**src/hw/rtl/irclfp_pkg.sv**
```systemverilog
// Package for the chat line field parser: character codes, phase and kind enums,
// and the result and queue entry types shared by the front, queue and back modules.
// No dependencies.
package irclfp_pkg;

  localparam logic [7:0] CHAR_CR    = 8'h0D;
  localparam logic [7:0] CHAR_LF    = 8'h0A;
  localparam logic [7:0] CHAR_AT    = 8'h40;
  localparam logic [7:0] CHAR_COLON = 8'h3A;
  localparam logic [7:0] CHAR_SPACE = 8'h20;

  localparam int unsigned MAX_PARAMS = 16;
  localparam int unsigned PCNT_TOP   = (MAX_PARAMS - 1 > 15) ? 15 : MAX_PARAMS - 1;

  localparam int unsigned QUEUE_DEPTH = 4;

  typedef enum logic [3:0] {
    PH_LINE_FIRST  = 4'd0,
    PH_TAGS        = 4'd1,
    PH_PFX_OR_CMD  = 4'd2,
    PH_PREFIX      = 4'd3,
    PH_CMD_FIRST   = 4'd4,
    PH_CMD         = 4'd5,
    PH_PARAM_FIRST = 4'd6,
    PH_PARAM       = 4'd7,
    PH_TRAILER     = 4'd8
  } phase_e;

  typedef enum logic [2:0] {
    KIND_TAGS    = 3'd0,
    KIND_PREFIX  = 3'd1,
    KIND_COMMAND = 3'd2,
    KIND_PARAM   = 3'd3,
    KIND_TRAILER = 3'd4,
    KIND_SEP     = 3'd5,
    KIND_EOL     = 3'd6
  } kind_e;

  typedef struct packed {
    kind_e       kind;
    logic [7:0]  value;
    logic [3:0]  pidx;
    logic        start;
    logic        cvalid;
    logic        last;
  } res_t;

  // one input byte's results: r0 always, r1 only when two is set
  typedef struct packed {
    logic two;
    res_t r0;
    res_t r1;
  } entry_t;

endpackage

```
**src/hw/rtl/irc_line_field_parser.sv**
```systemverilog
// Channel  | dir | tdata                                        | tuser      | tlast
// s_axis   | in  | [7:0] data_byte                              | -          | -
// m_axis   | out | [7:0] byte_value [11:8] param_index          | byte_kind  | last
//          |     | [12] param_start [13] command_valid          |            |
// One byte is accepted per cycle while the entry queue has room; results leave one per
// cycle while the receiver is ready, passing through the entry queue and then a registered output.
// A byte that follows a held carriage return may give two results; the held return
// itself gives none, so the output keeps pace with the input over any stretch.
// Reset is asynchronous, active low, and returns to the start of a line.
// Depends on irclfp_pkg, irclfp_front, irclfp_queue, irclfp_back.
module irc_line_field_parser #(
  parameter int unsigned QueueDepth = irclfp_pkg::QUEUE_DEPTH
) (
  input  logic        clk_i,
  input  logic        rst_ni,
  input  logic        s_axis_tvalid_i,
  output logic        s_axis_tready_o,
  input  logic [7:0]  s_axis_tdata_i,   // [7:0] data_byte
  output logic        m_axis_tvalid_o,
  input  logic        m_axis_tready_i,
  output logic [15:0] m_axis_tdata_o,   // [7:0] byte_value, [11:8] param_index,
                                        // [12] param_start, [13] command_valid
  output logic [2:0]  m_axis_tuser_o,   // [2:0] byte_kind
  output logic        m_axis_tlast_o
);

  logic               push, pop, full, empty;
  irclfp_pkg::entry_t push_entry, head;
  irclfp_pkg::res_t   res;

  irclfp_front u_front (
    .clk_i        (clk_i),
    .rst_ni       (rst_ni),
    .in_valid_i   (s_axis_tvalid_i),
    .in_byte_i    (s_axis_tdata_i),
    .q_full_i     (full),
    .in_ready_o   (s_axis_tready_o),
    .push_o       (push),
    .push_entry_o (push_entry)
  );

  irclfp_queue #(
    .Depth (QueueDepth)
  ) u_queue (
    .clk_i        (clk_i),
    .rst_ni       (rst_ni),
    .push_i       (push),
    .push_entry_i (push_entry),
    .pop_i        (pop),
    .full_o       (full),
    .empty_o      (empty),
    .head_o       (head)
  );

  irclfp_back u_back (
    .clk_i       (clk_i),
    .rst_ni      (rst_ni),
    .head_i      (head),
    .empty_i     (empty),
    .pop_o       (pop),
    .out_ready_i (m_axis_tready_i),
    .out_valid_o (m_axis_tvalid_o),
    .out_res_o   (res)
  );

  assign m_axis_tdata_o = {2'b00, res.cvalid, res.start, res.pidx, res.value};
  assign m_axis_tuser_o = res.kind;
  assign m_axis_tlast_o = res.last;

endmodule

```
**src/hw/rtl/irclfp_front.sv**
```systemverilog
// Front end: accepts bytes, runs the line phase machine and builds queue entries.
// Depends on irclfp_pkg.
module irclfp_front (
  input  logic                clk_i,
  input  logic                rst_ni,
  input  logic                in_valid_i,
  input  logic [7:0]          in_byte_i,
  input  logic                q_full_i,
  output logic                in_ready_o,
  output logic                push_o,
  output irclfp_pkg::entry_t  push_entry_o
);

  typedef struct packed {
    irclfp_pkg::phase_e ph;
    logic [3:0]         cnt;
    logic               seen;
    irclfp_pkg::res_t   res;
  } cls_t;

  function automatic cls_t classify(irclfp_pkg::phase_e ph, logic [3:0] cnt, logic seen,
                                    logic [7:0] b, logic lst);
    cls_t  o;
    logic  opn;
    o.ph   = ph;
    o.cnt  = cnt;
    o.seen = seen;
    o.res.kind   = irclfp_pkg::KIND_SEP;
    o.res.value  = b;
    o.res.start  = 1'b0;
    o.res.cvalid = 1'b0;
    o.res.last   = lst;
    opn = 1'b0;
    case (ph)
      irclfp_pkg::PH_TAGS: begin
        if (b == irclfp_pkg::CHAR_SPACE) o.ph = irclfp_pkg::PH_PFX_OR_CMD;
        else o.res.kind = irclfp_pkg::KIND_TAGS;
      end
      irclfp_pkg::PH_PFX_OR_CMD: begin
        if (b == irclfp_pkg::CHAR_COLON) begin
          o.ph = irclfp_pkg::PH_PREFIX;
        end else begin
          o.ph = irclfp_pkg::PH_CMD;
          o.res.kind = irclfp_pkg::KIND_COMMAND;
        end
      end
      irclfp_pkg::PH_PREFIX: begin
        if (b == irclfp_pkg::CHAR_SPACE) o.ph = irclfp_pkg::PH_CMD_FIRST;
        else o.res.kind = irclfp_pkg::KIND_PREFIX;
      end
      irclfp_pkg::PH_CMD_FIRST: begin
        if (b != irclfp_pkg::CHAR_SPACE) begin
          o.ph = irclfp_pkg::PH_CMD;
          o.res.kind = irclfp_pkg::KIND_COMMAND;
        end
      end
      irclfp_pkg::PH_CMD: begin
        if (b == irclfp_pkg::CHAR_SPACE) o.ph = irclfp_pkg::PH_PARAM_FIRST;
        else o.res.kind = irclfp_pkg::KIND_COMMAND;
      end
      irclfp_pkg::PH_PARAM_FIRST: begin
        if (b == irclfp_pkg::CHAR_COLON) begin
          o.ph = irclfp_pkg::PH_TRAILER;
          opn  = 1'b1;
        end else if (b != irclfp_pkg::CHAR_SPACE) begin
          o.ph = irclfp_pkg::PH_PARAM;
          opn  = 1'b1;
          o.res.kind = irclfp_pkg::KIND_PARAM;
        end
      end
      irclfp_pkg::PH_PARAM: begin
        if (b == irclfp_pkg::CHAR_SPACE) o.ph = irclfp_pkg::PH_PARAM_FIRST;
        else o.res.kind = irclfp_pkg::KIND_PARAM;
      end
      irclfp_pkg::PH_TRAILER: begin
        o.res.kind = irclfp_pkg::KIND_TRAILER;
      end
      default: begin
        if (b == irclfp_pkg::CHAR_AT) begin
          o.ph = irclfp_pkg::PH_TAGS;
        end else if (b == irclfp_pkg::CHAR_COLON) begin
          o.ph = irclfp_pkg::PH_PREFIX;
        end else begin
          o.ph = irclfp_pkg::PH_CMD;
          o.res.kind = irclfp_pkg::KIND_COMMAND;
        end
      end
    endcase
    if (opn) begin
      o.res.start = 1'b1;
      if (seen) begin
        if (cnt < 4'(irclfp_pkg::PCNT_TOP)) o.cnt = cnt + 4'd1;
      end else begin
        o.seen = 1'b1;
        o.cnt  = 4'd0;
      end
    end
    o.res.pidx = o.cnt;
    return o;
  endfunction

  irclfp_pkg::phase_e phase_q, phase_d;
  logic               pend_q, pend_d;
  logic [3:0]         pcnt_q, pcnt_d;
  logic               seen_q, seen_d;

  cls_t               held_cls, byte_cls;
  irclfp_pkg::phase_e mid_ph;
  logic [3:0]         mid_cnt;
  logic               mid_seen;
  logic               accept;
  logic               have_any;

  assign in_ready_o = !q_full_i;
  assign accept     = in_valid_i && !q_full_i;

  always_comb begin
    held_cls = classify(phase_q, pcnt_q, seen_q, irclfp_pkg::CHAR_CR,
                        in_byte_i == irclfp_pkg::CHAR_CR);
    if (pend_q) begin
      mid_ph   = held_cls.ph;
      mid_cnt  = held_cls.cnt;
      mid_seen = held_cls.seen;
    end else begin
      mid_ph   = phase_q;
      mid_cnt  = pcnt_q;
      mid_seen = seen_q;
    end
    byte_cls = classify(mid_ph, mid_cnt, mid_seen, in_byte_i, 1'b1);

    push_entry_o = '0;
    have_any     = 1'b0;
    phase_d = phase_q;
    pend_d  = pend_q;
    pcnt_d  = pcnt_q;
    seen_d  = seen_q;

    if (pend_q && in_byte_i == irclfp_pkg::CHAR_LF) begin
      have_any = 1'b1;
      push_entry_o.r0.kind   = irclfp_pkg::KIND_EOL;
      push_entry_o.r0.value  = 8'd0;
      push_entry_o.r0.pidx   = pcnt_q;
      push_entry_o.r0.start  = 1'b0;
      push_entry_o.r0.cvalid = (phase_q == irclfp_pkg::PH_CMD) ||
                               (phase_q == irclfp_pkg::PH_PARAM_FIRST) ||
                               (phase_q == irclfp_pkg::PH_PARAM) ||
                               (phase_q == irclfp_pkg::PH_TRAILER);
      push_entry_o.r0.last   = 1'b1;
      phase_d = irclfp_pkg::PH_LINE_FIRST;
      pend_d  = 1'b0;
      pcnt_d  = 4'd0;
      seen_d  = 1'b0;
    end else begin
      if (pend_q) begin
        have_any = 1'b1;
        push_entry_o.r0 = held_cls.res;
      end
      phase_d = mid_ph;
      pcnt_d  = mid_cnt;
      seen_d  = mid_seen;
      if (in_byte_i == irclfp_pkg::CHAR_CR) begin
        pend_d = 1'b1;
      end else begin
        pend_d  = 1'b0;
        phase_d = byte_cls.ph;
        pcnt_d  = byte_cls.cnt;
        seen_d  = byte_cls.seen;
        if (pend_q) begin
          push_entry_o.two = 1'b1;
          push_entry_o.r1  = byte_cls.res;
        end else begin
          push_entry_o.r0  = byte_cls.res;
        end
        have_any = 1'b1;
      end
    end
  end

  assign push_o = accept && have_any;

  always_ff @(posedge clk_i or negedge rst_ni) begin
    if (!rst_ni) begin
      phase_q <= irclfp_pkg::PH_LINE_FIRST;
      pend_q  <= 1'b0;
      pcnt_q  <= 4'd0;
      seen_q  <= 1'b0;
    end else if (accept) begin
      phase_q <= phase_d;
      pend_q  <= pend_d;
      pcnt_q  <= pcnt_d;
      seen_q  <= seen_d;
    end
  end

endmodule

```
**src/hw/rtl/irclfp_queue.sv**
```systemverilog
// Short entry queue between the front and back ends of the line parser.
// Depends on irclfp_pkg.
module irclfp_queue #(
  parameter int unsigned Depth = irclfp_pkg::QUEUE_DEPTH
) (
  input  logic                clk_i,
  input  logic                rst_ni,
  input  logic                push_i,
  input  irclfp_pkg::entry_t  push_entry_i,
  input  logic                pop_i,
  output logic                full_o,
  output logic                empty_o,
  output irclfp_pkg::entry_t  head_o
);

  localparam int unsigned PtrW = (Depth > 1) ? $clog2(Depth) : 1;
  localparam int unsigned CntW = $clog2(Depth + 1);

  irclfp_pkg::entry_t mem_q [Depth];
  logic [PtrW-1:0]    wptr_q, wptr_d, rptr_q, rptr_d;
  logic [CntW-1:0]    cnt_q, cnt_d;
  logic               do_pop;

  assign full_o  = (cnt_q == CntW'(Depth));
  assign empty_o = (cnt_q == '0);
  assign head_o  = mem_q[rptr_q];
  assign do_pop  = pop_i && !empty_o;

  always_comb begin
    wptr_d = wptr_q;
    rptr_d = rptr_q;
    cnt_d  = cnt_q;
    if (push_i) wptr_d = (wptr_q == PtrW'(Depth - 1)) ? '0 : wptr_q + 1'b1;
    if (do_pop) rptr_d = (rptr_q == PtrW'(Depth - 1)) ? '0 : rptr_q + 1'b1;
    if (push_i && !do_pop) cnt_d = cnt_q + 1'b1;
    else if (!push_i && do_pop) cnt_d = cnt_q - 1'b1;
  end

  always_ff @(posedge clk_i) begin
    if (push_i) mem_q[wptr_q] <= push_entry_i;
  end

  always_ff @(posedge clk_i or negedge rst_ni) begin
    if (!rst_ni) begin
      wptr_q <= '0;
      rptr_q <= '0;
      cnt_q  <= '0;
    end else begin
      wptr_q <= wptr_d;
      rptr_q <= rptr_d;
      cnt_q  <= cnt_d;
    end
  end

endmodule

```
**src/hw/rtl/irclfp_back.sv**
```systemverilog
// Back end: splits queue entries into single results and drives the output register.
// Depends on irclfp_pkg.
module irclfp_back (
  input  logic                clk_i,
  input  logic                rst_ni,
  input  irclfp_pkg::entry_t  head_i,
  input  logic                empty_i,
  output logic                pop_o,
  input  logic                out_ready_i,
  output logic                out_valid_o,
  output irclfp_pkg::res_t    out_res_o
);

  logic             valid_q, valid_d;
  logic             sel_q, sel_d;
  irclfp_pkg::res_t res_q;
  irclfp_pkg::res_t pick;
  logic             load;

  assign load  = !empty_i && (!valid_q || out_ready_i);
  assign pick  = sel_q ? head_i.r1 : head_i.r0;
  assign pop_o = load && (sel_q || !head_i.two);

  always_comb begin
    sel_d   = sel_q;
    valid_d = valid_q;
    if (load) begin
      sel_d   = !sel_q && head_i.two;
      valid_d = 1'b1;
    end else if (out_ready_i) begin
      valid_d = 1'b0;
    end
  end

  always_ff @(posedge clk_i or negedge rst_ni) begin
    if (!rst_ni) begin
      valid_q <= 1'b0;
      sel_q   <= 1'b0;
    end else begin
      valid_q <= valid_d;
      sel_q   <= sel_d;
    end
  end

  always_ff @(posedge clk_i) begin
    if (load) res_q <= pick;
  end

  assign out_valid_o = valid_q;
  assign out_res_o   = res_q;

endmodule

```
**config.mk**
```make
export PLATFORM = sky130hd
export DESIGN_NAME = irc_line_field_parser
export DESIGN_NICKNAME = d
export VERILOG_FILES = /design/src/hw/rtl/irclfp_pkg.sv /design/src/hw/rtl/irc_line_field_parser.sv /design/src/hw/rtl/irclfp_front.sv /design/src/hw/rtl/irclfp_queue.sv /design/src/hw/rtl/irclfp_back.sv
export SDC_FILE = /design/constraint.sdc
export NUM_CORES = 1
export LEC_CHECK = 0
export BUFFER_PORTS_ARGS = -buffer_cell sky130_fd_sc_hd__buf_2
export CORE_UTILIZATION = 54
export CTS_CLUSTER_DIAMETER = 80
export DETAILED_ROUTE_END_ITERATION = 7
export PLACE_DENSITY_LB_ADDON = 0.25
export SYNTH_ARGS = -nofsm -noshare
export SYNTH_HDL_FRONTEND = slang
export SYNTH_SLANG_ARGS = --single-unit
```
**constraint.sdc**
```tcl
create_clock -name clk_i -period 2.65 [get_ports clk_i]
set_input_delay 0.265 -clock clk_i [delete_from_list [all_inputs] [get_ports clk_i]]
set_output_delay 0.265 -clock clk_i [all_outputs]
set_load 0.01 [all_outputs]
```
# Word level (Yosys, flattened, before mapping)
# Memories as Yosys holds them, arrays and structs flattened.
# Index checks and enable logic that the tools add are counted.
totals:
  regBits: 37
  latchBits: 0
  ramBits: 148
  mem_bits_ro: 0
  in_bits: 12
  out_inout_bits: 22
  elab_cells: 137
  n_memories: 1
memory_table:
  columns: ["memory", "words", "word_bits", "rd", "rd_ports_with_merged_regs", "write_ports", "line_no", "text"]
  rows:
  - ["u_queue.mem_q", 4, 37, 1, 0, 1, "irclfp_queue.sv:19", "irclfp_pkg::entry_t mem_q [Depth];"]
op_classes:
  add_sub_neg: 6
  multipliers: 0
  n_div: 0
  order_cmp: 2
  n_eq_ne: 23
  shifts: 0
  muxes: 63
  bitwise_logic: 0
  n_reduce_logical: 27
op_table:
  columns: ["cell", "n"]
  rows:
  - ["$mux W18", 6]
  - ["$mux W4", 17]
  - ["$mux W37", 1]
  - ["$mux W3", 12]
  - ["$eq A4 B3 Y1 const B", 7]
  - ["$pmux W4 S7", 1]
  - ["$pmux W3 S8", 1]
  - ["$mux W1", 19]
  - ["$eq A8 B4 Y1 const B", 2]
  - ["$eq A8 B6 Y1 const B", 2]
  - ["$eq A4 B2 Y1 const B", 3]
  - ["$pmux W3 S4", 1]
  - ["$mux W5", 2]
  - ["$logic_and A1 B1 Y1", 9]
  - ["$add A4 B1 Y4 const B", 2]
  - ["$eq A4 B1 Y1 const B", 2]
  - ["$eq A4 B4 Y1 const B", 2]
  - ["$eq A8 B7 Y1 const B", 1]
  - ["$lt A4 B4 Y1 const B", 2]
  - ["$ne A8 B6 Y1 const B", 1]
  - ["$pmux W4 S2", 1]
  - ["$logic_not A1 Y1", 7]
  - ["$logic_or A1 B1 Y1", 5]
  - ["$reduce_or A5 Y1", 1]
  - ["9 further kinds", 14]

# Longest topological paths before layout
# Gate-level depths: netlist of the first run.
logic_depth:
  word_depth: 12
  mapped_depth: 11
  mapped_depth_nobuf: 11

# Cells and area by module
# A second synthesis of the first run with hierarchy kept.
hier_totals:
  hier_cells: 532
  area_unflattened_um2: 8391.8
by_module_without_submodules:
  columns: ["module", "n_inst", "cells_per_inst", "area_per_inst_um2", "seq_area_each_um2"]
  rows:
  - ["irclfp_queue", 1, 230, 5753.0, 4619.4]
  - ["irclfp_front", 1, 252, 1742.9, 250.2]
  - ["irclfp_back", 1, 47, 877.1, 590.6]
  - ["irc_line_field_parser", 1, 3, 18.8, 0.0]

# Least setup slack after synthesis of the first run
# Ideal clock, no wire load.
synth_path:
  path_type: "register to register"
  start: "register u_queue.cnt_q[0]"
  end: "register u_queue.cnt_q[1]"
  setup_ns: 0.125
  arrival_ns: 2.798
  required_ns: 2.525
  setup_slack_ns: -0.273
  stages_incl_launch_ff: 9
  n_path_buf: 0
  synth_period_minus_slack_ns: 2.923
  cell_sequence: "dfrtp_1 -> nor3_1 -> a21oi_1 -> a21boi_1 -> inv_1 -> ha_1 -> inv_1 -> fa_1 -> mux2_2"
synth_between:
  elab_chain_cells: 8
  word_cells_on_any_way: 18
  cone_classes: "2 x add/sub; 1 x eq/ne; 2 x mux; 13 x reduce/logical"
synth_rtl:
  columns: ["element", "line_no", "text"]
  rows:
  - ["from (decl)", "irclfp_queue.sv:21", "logic [CntW-1:0] cnt_q, cnt_d;"]
  - ["from (signal assigned)", "irclfp_queue.sv:51", "cnt_q <= cnt_d;"]
  - ["$logic_not A3 Y1", "irclfp_queue.sv:25", "assign empty_o = (cnt_q == '0);"]
  - ["$logic_not A1 Y1", "irclfp_back.sv:20", "assign load = !empty_i && (!valid_q || out_ready_i);"]
  - ["$logic_and A1 B1 Y1", "irclfp_back.sv:20", null]
  - ["via u_back.load", "irclfp_back.sv:18", "logic load;"]
  - ["$logic_and A1 B1 Y1", "irclfp_back.sv:22", "assign pop_o = load && (sel_q || !head_i.two);"]
  - ["$logic_and A1 B1 Y1", "irclfp_queue.sv:27", "assign do_pop = pop_i && !empty_o;"]
  - ["$logic_not A1 Y1", "irclfp_queue.sv:35", "if (push_i && !do_pop) cnt_d = cnt_q + 1'b1;"]
  - ["$logic_and A1 B1 Y1", "irclfp_queue.sv:35", null]
  - ["$mux W3", "irclfp_queue.sv:35", null]
  - ["via u_queue.cnt_d[1]", "irclfp_queue.sv:21", null]
# The timed path passes the listed nets, and every way through them passes these cells. The select of a mux whose other input is x is not followed.
# A chain may end at the register's enable or synchronous reset.

==> impl_metrics.json, run 1 <==
{
  "result_of_the_run": "complete, no violations",
  "syn_inst": 571,
  "worst_vdd_ir_uv": 596.9,
  "portBuffers": 31,
  "cts.sinks": 177,
  "grtUsageTotal_pct": 23.87,
  "cp.required_ns": 2.81,
  "global_route_wire_length_before_repair_um": 27860,
  "timing.final.crit_period_ns": 2.498,
  "clockRootBuffer": "sky130_fd_sc_hd__clkbuf_16",
  "detailedRoute.firstIterationViolations": 485,
  "ys_seq_area_share_pct": 64.35,
  "detail_route.drc_violations": 0,
  "cp_max_fo": 7,
  "detail-route-antenna-nets": 0,
  "timing.critical_path.slowest_stage_cell": "sky130_fd_sc_hd__a221o_2",
  "switching_share_pct": 31.49,
  "report.power.total_mw": 9.538,
  "yosys_most_used_dff": "sky130_fd_sc_hd__edfxtp_1",
  "synth_seq_cells": 177,
  "floorplan.initialDensity_pct": 55.60,
  "syn_to_final_growth_pct": 14.64,
  "crit_type": "reg -> reg",
  "hold_path.class": "in -> reg",
  "grt-ovfl-total": 0,
  "floorplan.core_area_mm2": 0.01459,
  "p_per_area_mw_per_mm2": 1026,
  "layout_commonest_cell": "sky130_fd_sc_hd__edfxtp_1",
  "clock_path_buffers": 2,
  "slew_headroom_pct": 51.03,
  "vias": 5006,
  "die-area_mm2": 0.01552,
  "pre_cts_ws_ns": 0.08937,
  "fmax_mhz": 400.2,
  "critical_path_arrival_ns": 2.66,
  "first_global_vias": 4961,
  "tritoncts": "done",
  "endpoint_kind": "flop",
  "yosysWarnings": 0,
  "final_max_slew_viol_count": 0,
  "core.rowCount": 44,
  "clk_latency_ns": 0.42,
  "p_int_mw": 6.535,
  "crit_chain": "nor4bb_1 > buf_4 > nand2_2 > a221o_2 > ha_2 > inv_2 > a211o_1 > o21ai_2 > a32o_1 > a21o_1",
  "num_antenna_cells": 0,
  "synth_edf_count": 158,
  "floorplan.io_pins": 34,
  "final_layout_size_suffix_gt1_share_pct": 25.50,
  "die_x_um": 124.6,
  "finalWeightedCongestion": 0.9148,
  "timing.final.setup_violations": 0,
  "num-nets-final": 661,
  "tritoncts.num_buffers": 17,
  "layout_common_cells": "158 x sky130_fd_sc_hd__edfxtp_1, 78 x sky130_fd_sc_hd__nand2_1, 42 x sky130_fd_sc_hd__buf_4, 35 x sky130_fd_sc_hd__mux4_2, 31 x sky130_fd_sc_hd__buf_2",
  "critPathMaxStageDelay_ns": 0.40,
  "seq_power_share_pct": 42.6,
  "post-route-period-util_pct": 94.28,
  "post-route-worst-setup-slack_ns": 0.1516,
  "post-dp-hpwl_um": 11080,
  "detail_route.vias_per_cell": 5.995,
  "path_clk_slew_ns": 0.07,
  "cap_violations": 0,
  "dr_pass1_iterations": 5,
  "clock-skew-final_ns": 0.006211,
  "totalWireLength_um": 17570,
  "chipHeight_um": 124.6,
  "crit_path_start_kind": "flop",
  "combinationalPowerShare_pct": 31.4,
  "net-switching-power_mw": 3.004,
  "holdWs_ns": 0.03003,
  "tightest_slew_ns": 0.7345,
  "synth_cell_type_count": 71,
  "antenna_found_initial": 0,
  "setup-tns-final_ns": 0,
  "power.leakage_nw": 3.398,
  "timing_hold_violations_final": 0,
  "syn_avg_cell_area_um2": 14.21,
  "syn-cell-area_mm2": 0.008112,
  "detail_route.wl_per_cell_um": 21.04,
  "cts_max_level": 4,
  "grt_start_max_net_pins": 38,
  "power.clock.fraction_pct": 26.0,
  "postSynth.asyncResetShare_pct": 10.73
}
-- power by group through the flow --
stage          sequential (mW)  clock, mW  combinational (mW)
2_1_floorplan             4.15          0                2.04
3_3_place_gp              4.08          0                2.97
3_5_place_dp              4.11          0                3.01
4_1_cts                   4.06       2.51                3.01
5_1_grt                   4.12       2.62                3.28
6_report                  4.06       2.48                3.00
-- stage by stage --
stage | instances | utilization, % | instance area, µm²
finish | 835 | 63.74 | 9299
global route | 835 | 63.74 | 9299
global placement | 797 | 59.28 | 8648
CTS | 830 | 63.34 | 9241
floorplan | 576 | - | 8137
detailed placement | 797 | 59.28 | 8648
-- worst max-delay path, delay by kind of cell, from the launching register on --
kind	cells	cell delay [ns]
AOI/OAI and AO/OA	5	1.06
adders and majority gates	1	0.20
buffers and inverters	2	0.24
DFF	1	0.38
and+or+nand+nor	2	0.35
-- cells in the mapped netlist (2+ instances only) --
cell type / count / share of area (%)
sky130_fd_sc_hd__a211o_1: 2 / 0.22
sky130_fd_sc_hd__a211oi_1: 3 / 0.28
sky130_fd_sc_hd__a21boi_1: 2 / 0.19
sky130_fd_sc_hd__a21o_1: 6 / 0.56
sky130_fd_sc_hd__a21oi_1: 22 / 1.4
sky130_fd_sc_hd__a21oi_2: 2 / 0.22
sky130_fd_sc_hd__a22oi_1: 2 / 0.19
sky130_fd_sc_hd__a31o_2: 2 / 0.22
sky130_fd_sc_hd__a31oi_1: 9 / 0.69
sky130_fd_sc_hd__a32o_1: 2 / 0.25
sky130_fd_sc_hd__and2_1: 12 / 0.93
sky130_fd_sc_hd__and3_1: 8 / 0.62
sky130_fd_sc_hd__and4_1: 3 / 0.32
sky130_fd_sc_hd__buf_2: 8 / 0.49
sky130_fd_sc_hd__buf_4: 3 / 0.28
sky130_fd_sc_hd__buf_6: 2 / 0.28
sky130_fd_sc_hd__clkbuf_1: 17 / 0.79
sky130_fd_sc_hd__dfrtp_1: 19 / 5.9
sky130_fd_sc_hd__edfxtp_1: 158 / 58
sky130_fd_sc_hd__ha_1: 10 / 1.5
sky130_fd_sc_hd__inv_1: 14 / 0.65
sky130_fd_sc_hd__mux2_2: 4 / 0.56
sky130_fd_sc_hd__mux2i_1: 2 / 0.25
sky130_fd_sc_hd__mux4_2: 35 / 9.7
sky130_fd_sc_hd__nand2_1: 78 / 3.6
sky130_fd_sc_hd__nand2b_1: 8 / 0.62
sky130_fd_sc_hd__nand3_1: 7 / 0.43
sky130_fd_sc_hd__nand3b_1: 2 / 0.19
sky130_fd_sc_hd__nand4_1: 4 / 0.31
sky130_fd_sc_hd__nand4b_1: 2 / 0.22
sky130_fd_sc_hd__nor2_1: 28 / 1.3
sky130_fd_sc_hd__nor2b_1: 11 / 0.85
sky130_fd_sc_hd__nor3_1: 6 / 0.37
sky130_fd_sc_hd__nor3b_1: 2 / 0.19
sky130_fd_sc_hd__nor3b_2: 2 / 0.31
sky130_fd_sc_hd__o211ai_1: 2 / 0.19
sky130_fd_sc_hd__o21a_1: 4 / 0.37
sky130_fd_sc_hd__o21ai_0: 21 / 1.3
sky130_fd_sc_hd__o21ai_1: 5 / 0.31
sky130_fd_sc_hd__o21bai_1: 2 / 0.19
sky130_fd_sc_hd__o22ai_1: 6 / 0.46
sky130_fd_sc_hd__o31ai_1: 4 / 0.37
sky130_fd_sc_hd__xor2_1: 2 / 0.22
-- logic make-up (layout without fill, tap and decap cells) --
kind of cell / Yosys count / in the layout / synth area share [%]
and+or+nand+nor: 183 / 183 / 11.31
DFF: 177 / 177 / 64.35
xor gates and xnor gates: 3 / 3 / 0.3240
AOI/OAI and AO/OA: 109 / 109 / 9.085
muxes: 41 / 41 / 10.52
adders and majority gates: 11 / 11 / 1.789
buffers and inverters: 46 / 121 / 2.576
other: 1 / 6 / 0.04623
-- sequential cells by signal (all words and copies together) (netlist names) --
signal,flops
u_front.pend_q,1
u_queue.cnt_q,3
u_queue.wptr_q,2
u_queue.mem_q,140
u_back.sel_q,1
u_back.out_valid_o,1
u_queue.rptr_q,2
u_front.seen_q,1
u_front.phase_q,4
u_front.pcnt_q,4
u_back.out_res_o,18
-- cell type report --
class                   count  area (µm²)
flip-flops and latches    177        5221
repair buffers             74       480.5
fillers                  1087        5290
clock buffers              18       429.2
inverters                  15       56.30
well taps                 184       230.2
multi-input cells         353        2728
clock inverters            14       153.9
-- metal layers --
metal	vias to the layer above	global-route usage (%)	routed length, µm
li1	2319	-	-
met1	2510	34.25	8193
met2	153	36.79	8218
met3	24	4.854	825
met4	0	7.867	331
met5	-	0	0
-- timing repair --
item | in CTS | in global routing
resized for setup | 0 | 5
buffers inserted | 0 | 5
hold buffers | 1 | 0
setup endpoints to repair | 0 | 20
hold endpoints to repair | 19 | 0
-- path summary, 6_finish.rpt --
path / start / end / slack (ns) / cells past startpoint
worst max register to register: u_front.phase_q[3]$_DFFE_PN0P_ / u_queue.mem_q[0][21]$_DFFE_PP_ / 0.15 / 10
worst min-delay path: m_axis_tready_i / u_back.out_valid_o$_DFFE_PN0P_ / 0.03 / 2
min in group asynchronous: rst_ni / u_back.out_valid_o$_DFFE_PN0P_ / 0.34 / 2
worst min register to register: u_queue.cnt_q[2]$_DFFE_PN0P_ / u_queue.cnt_q[2]$_DFFE_PN0P_ / 0.50 / 1
worst max-delay path: u_front.phase_q[3]$_DFFE_PN0P_ / u_queue.mem_q[0][21]$_DFFE_PP_ / 0.15 / 10
max in group asynchronous: rst_ni / u_queue.rptr_q[0]$_DFFE_PN0P_ / 1.96 / 2
No activity file was read; power rests on OpenSTA's default activity.
==> run 2, diff against run 1 <==
--- a/config.mk
+++ b/config.mk
@@ -6,6 +6,7 @@
 export NUM_CORES = 1
 export LEC_CHECK = 0
 export BUFFER_PORTS_ARGS = -buffer_cell sky130_fd_sc_hd__buf_2
+export CORE_ASPECT_RATIO = 0.7
 export CORE_UTILIZATION = 54
 export CTS_CLUSTER_DIAMETER = 80
 export DETAILED_ROUTE_END_ITERATION = 7
==> impl_metrics.json, run 2 (synthesis gave the netlist of run 1 again) <==
{
  "largest_register_ffs": 140,
  "tightest_slew_ns": 0.7399,
  "clockRootBuffer": "sky130_fd_sc_hd__clkbuf_16",
  "holdWs_ns": 0.04852,
  "dr_pass1_iterations": 5,
  "worst_vdd_ir_uv": 780.9,
  "global_route_wire_length_before_repair_um": 28590,
  "max_flop_register": "u_queue.mem_q",
  "crit_path_frequent_cell": "sky130_fd_sc_hd__ha_2",
  "placed_area_mm2": 0.008690,
  "num-nets-final": 655,
  "layout_common_cells": "158 x sky130_fd_sc_hd__edfxtp_1, 78 x sky130_fd_sc_hd__nand2_1, 35 x sky130_fd_sc_hd__mux4_2, 32 x sky130_fd_sc_hd__buf_4, 31 x sky130_fd_sc_hd__buf_2",
  "critPathMaxStageDelay_ns": 0.36,
  "detail_route.wl_per_cell_um": 21.87,
  "timing.critical_path.slowest_stage_cell": "sky130_fd_sc_hd__dfrtp_1",
  "vias": 5174,
  "die-area_mm2": 0.01552,
  "result_of_the_run": "complete, no violations",
  "totalWireLength_um": 18370,
  "slew_headroom_pct": 50.67,
  "syn_to_final_growth_pct": 15.07,
  "chipHeight_um": 104.5,
  "globalRoute.busiestLayer": "met2",
  "final_layout_size_suffix_gt1_share_pct": 25.27,
  "detail_route.drc_violations": 0,
  "first_global_vias": 5130,
  "portBuffers": 31,
  "cp_max_fo": 7,
  "place_inst": 805,
  "cts.sinks": 177,
  "clock-skew-final_ns": 0.01174,
  "final_max_slew_viol_count": 0,
  "detail-route-antenna-nets": 0,
  "cp.required_ns": 2.87,
  "finalWeightedCongestion": 0.9130,
  "timing.final.setup_violations": 0,
  "crit_type": "reg -> reg",
  "crit_path_start_kind": "flop",
  "critical_path_arrival_ns": 2.75,
  "clock_path_buffers": 2,
  "num_antenna_cells": 0,
  "grt-ovfl-total": 0,
  "clk_latency_ns": 0.43,
  "detailedRoute.firstIterationViolations": 568,
  "cap_violations": 0,
  "endpoint_kind": "flop",
  "floorplan.io_pins": 34,
  "crit_chain": "ha_2 > nand3_1 > nor2_1 > a221o_2 > ha_2 > inv_2 > a211o_1 > o21ai_2 > nand2_1 > o211ai_1",
  "floorplan.initialDensity_pct": 55.27,
  "p_per_area_mw_per_mm2": 1033,
  "core.rowCount": 37,
  "global_route.usage.met1_pct": 35.69,
  "grt_start_max_net_pins": 38,
  "grtUsageMet2_pct": 38.68,
  "cpLargestDelayFamily": "compound AO/OA/AOI/OAI gates",
  "grtUsageTotal_pct": 25.39,
  "timing.final.crit_period_ns": 2.536,
  "fmax_mhz": 394.3,
  "hold_path.class": "in -> reg",
  "power.leakage_nw": 3.389,
  "antenna_found_initial": 0,
  "post-dp-hpwl_um": 11620,
  "tritoncts.num_buffers": 17,
  "post_layout_nonfiller_instances": 840,
  "floorplan.core_area_mm2": 0.01468,
  "path_clk_slew_ns": 0.07,
  "die_x_um": 148.5,
  "detail_route.vias_per_cell": 6.160,
  "layout_commonest_cell": "sky130_fd_sc_hd__edfxtp_1",
  "post-route-period-util_pct": 95.71,
  "rsz0062_at_grt": "yes",
  "global_route.usage.met3_pct": 5.502,
  "tritoncts": "done",
  "timing_hold_violations_final": 0,
  "path_buf_inv": 1,
  "cts_max_level": 4,
  "post-route-cell-area_mm2": 0.009334
}
run 2: power breakdown:
part	switching [mW]	total (mW)	internal (mW)
Clock	1.13	2.47	1.34
Combinational	1.78	3.10	1.32
Sequential	0.214	4.06	3.85
Total	3.12	9.64	6.51
run 2: per-layer routing:
layer / routed length [µm] / up-vias / share of wire, %
met5: 0 / - / 0
met4: 456 / 0 / 2.5
met3: 1553 / 41 / 8.5
met2: 8623 / 263 / 47
met1: 7735 / 2560 / 42
li1: - / 2310 / -
run 2: layout make-up:
type	instances	area, µm²
fillers	1082	5341
flip-flops and latches	177	5221
multi-input cells	353	2733
repair buffers	68	485.5
clock buffers	18	429.2
well taps	195	244.0
clock inverters	14	165.2
inverters	15	56.30
run 2: final timing paths:
| check | cells after the start | to | start | slack, ns |
|---|---|---|---|---|
| hold / removal | 2 | u_back.out_valid_o$_DFFE_PN0P_ | m_axis_tready_i | 0.05 |
| max in group asynchronous | 2 | u_queue.rptr_q[0]$_DFFE_PN0P_ | rst_ni | 2.01 |
| setup / recovery | 10 | u_queue.mem_q[0][22]$_DFFE_PP_ | u_front.pcnt_q[0]$_DFFE_PN0P_ | 0.11 |
| setup reg to reg | 10 | u_queue.mem_q[0][22]$_DFFE_PP_ | u_front.pcnt_q[0]$_DFFE_PN0P_ | 0.11 |
| hold reg to reg | 1 | u_queue.cnt_q[2]$_DFFE_PN0P_ | u_queue.cnt_q[2]$_DFFE_PN0P_ | 0.51 |
| min in group asynchronous | 2 | u_queue.wptr_q[0]$_DFFE_PN0P_ | rst_ni | 0.31 |
run 2: repair_timing:
| item | in CTS | in global routing |
|---|---|---|
| setup endpoints to repair | 8 | 21 |
| hold buffers | 1 | 0 |
| hold endpoints to repair | 19 | 0 |
| pin swaps | 1 | 6 |
| cloned | 0 | 0 |
| gates resized for setup | 1 | 6 |
| setup buffers | 0 | 2 |
run 2: metrics by stage:
step                      worst slack [ns]  power (mW)  setup TNS (ns)  util (%)
final                               0.1136       9.638               0     63.60
after global routing              -0.04448       10.13         -0.1762     63.60
after CTS                          0.06063       9.689               0     63.36
after detailed placement          0.001832       7.203               0     59.21
after global placement              0.1505       7.117               0     59.21
after floorplan                    0.03974       6.193               0         -
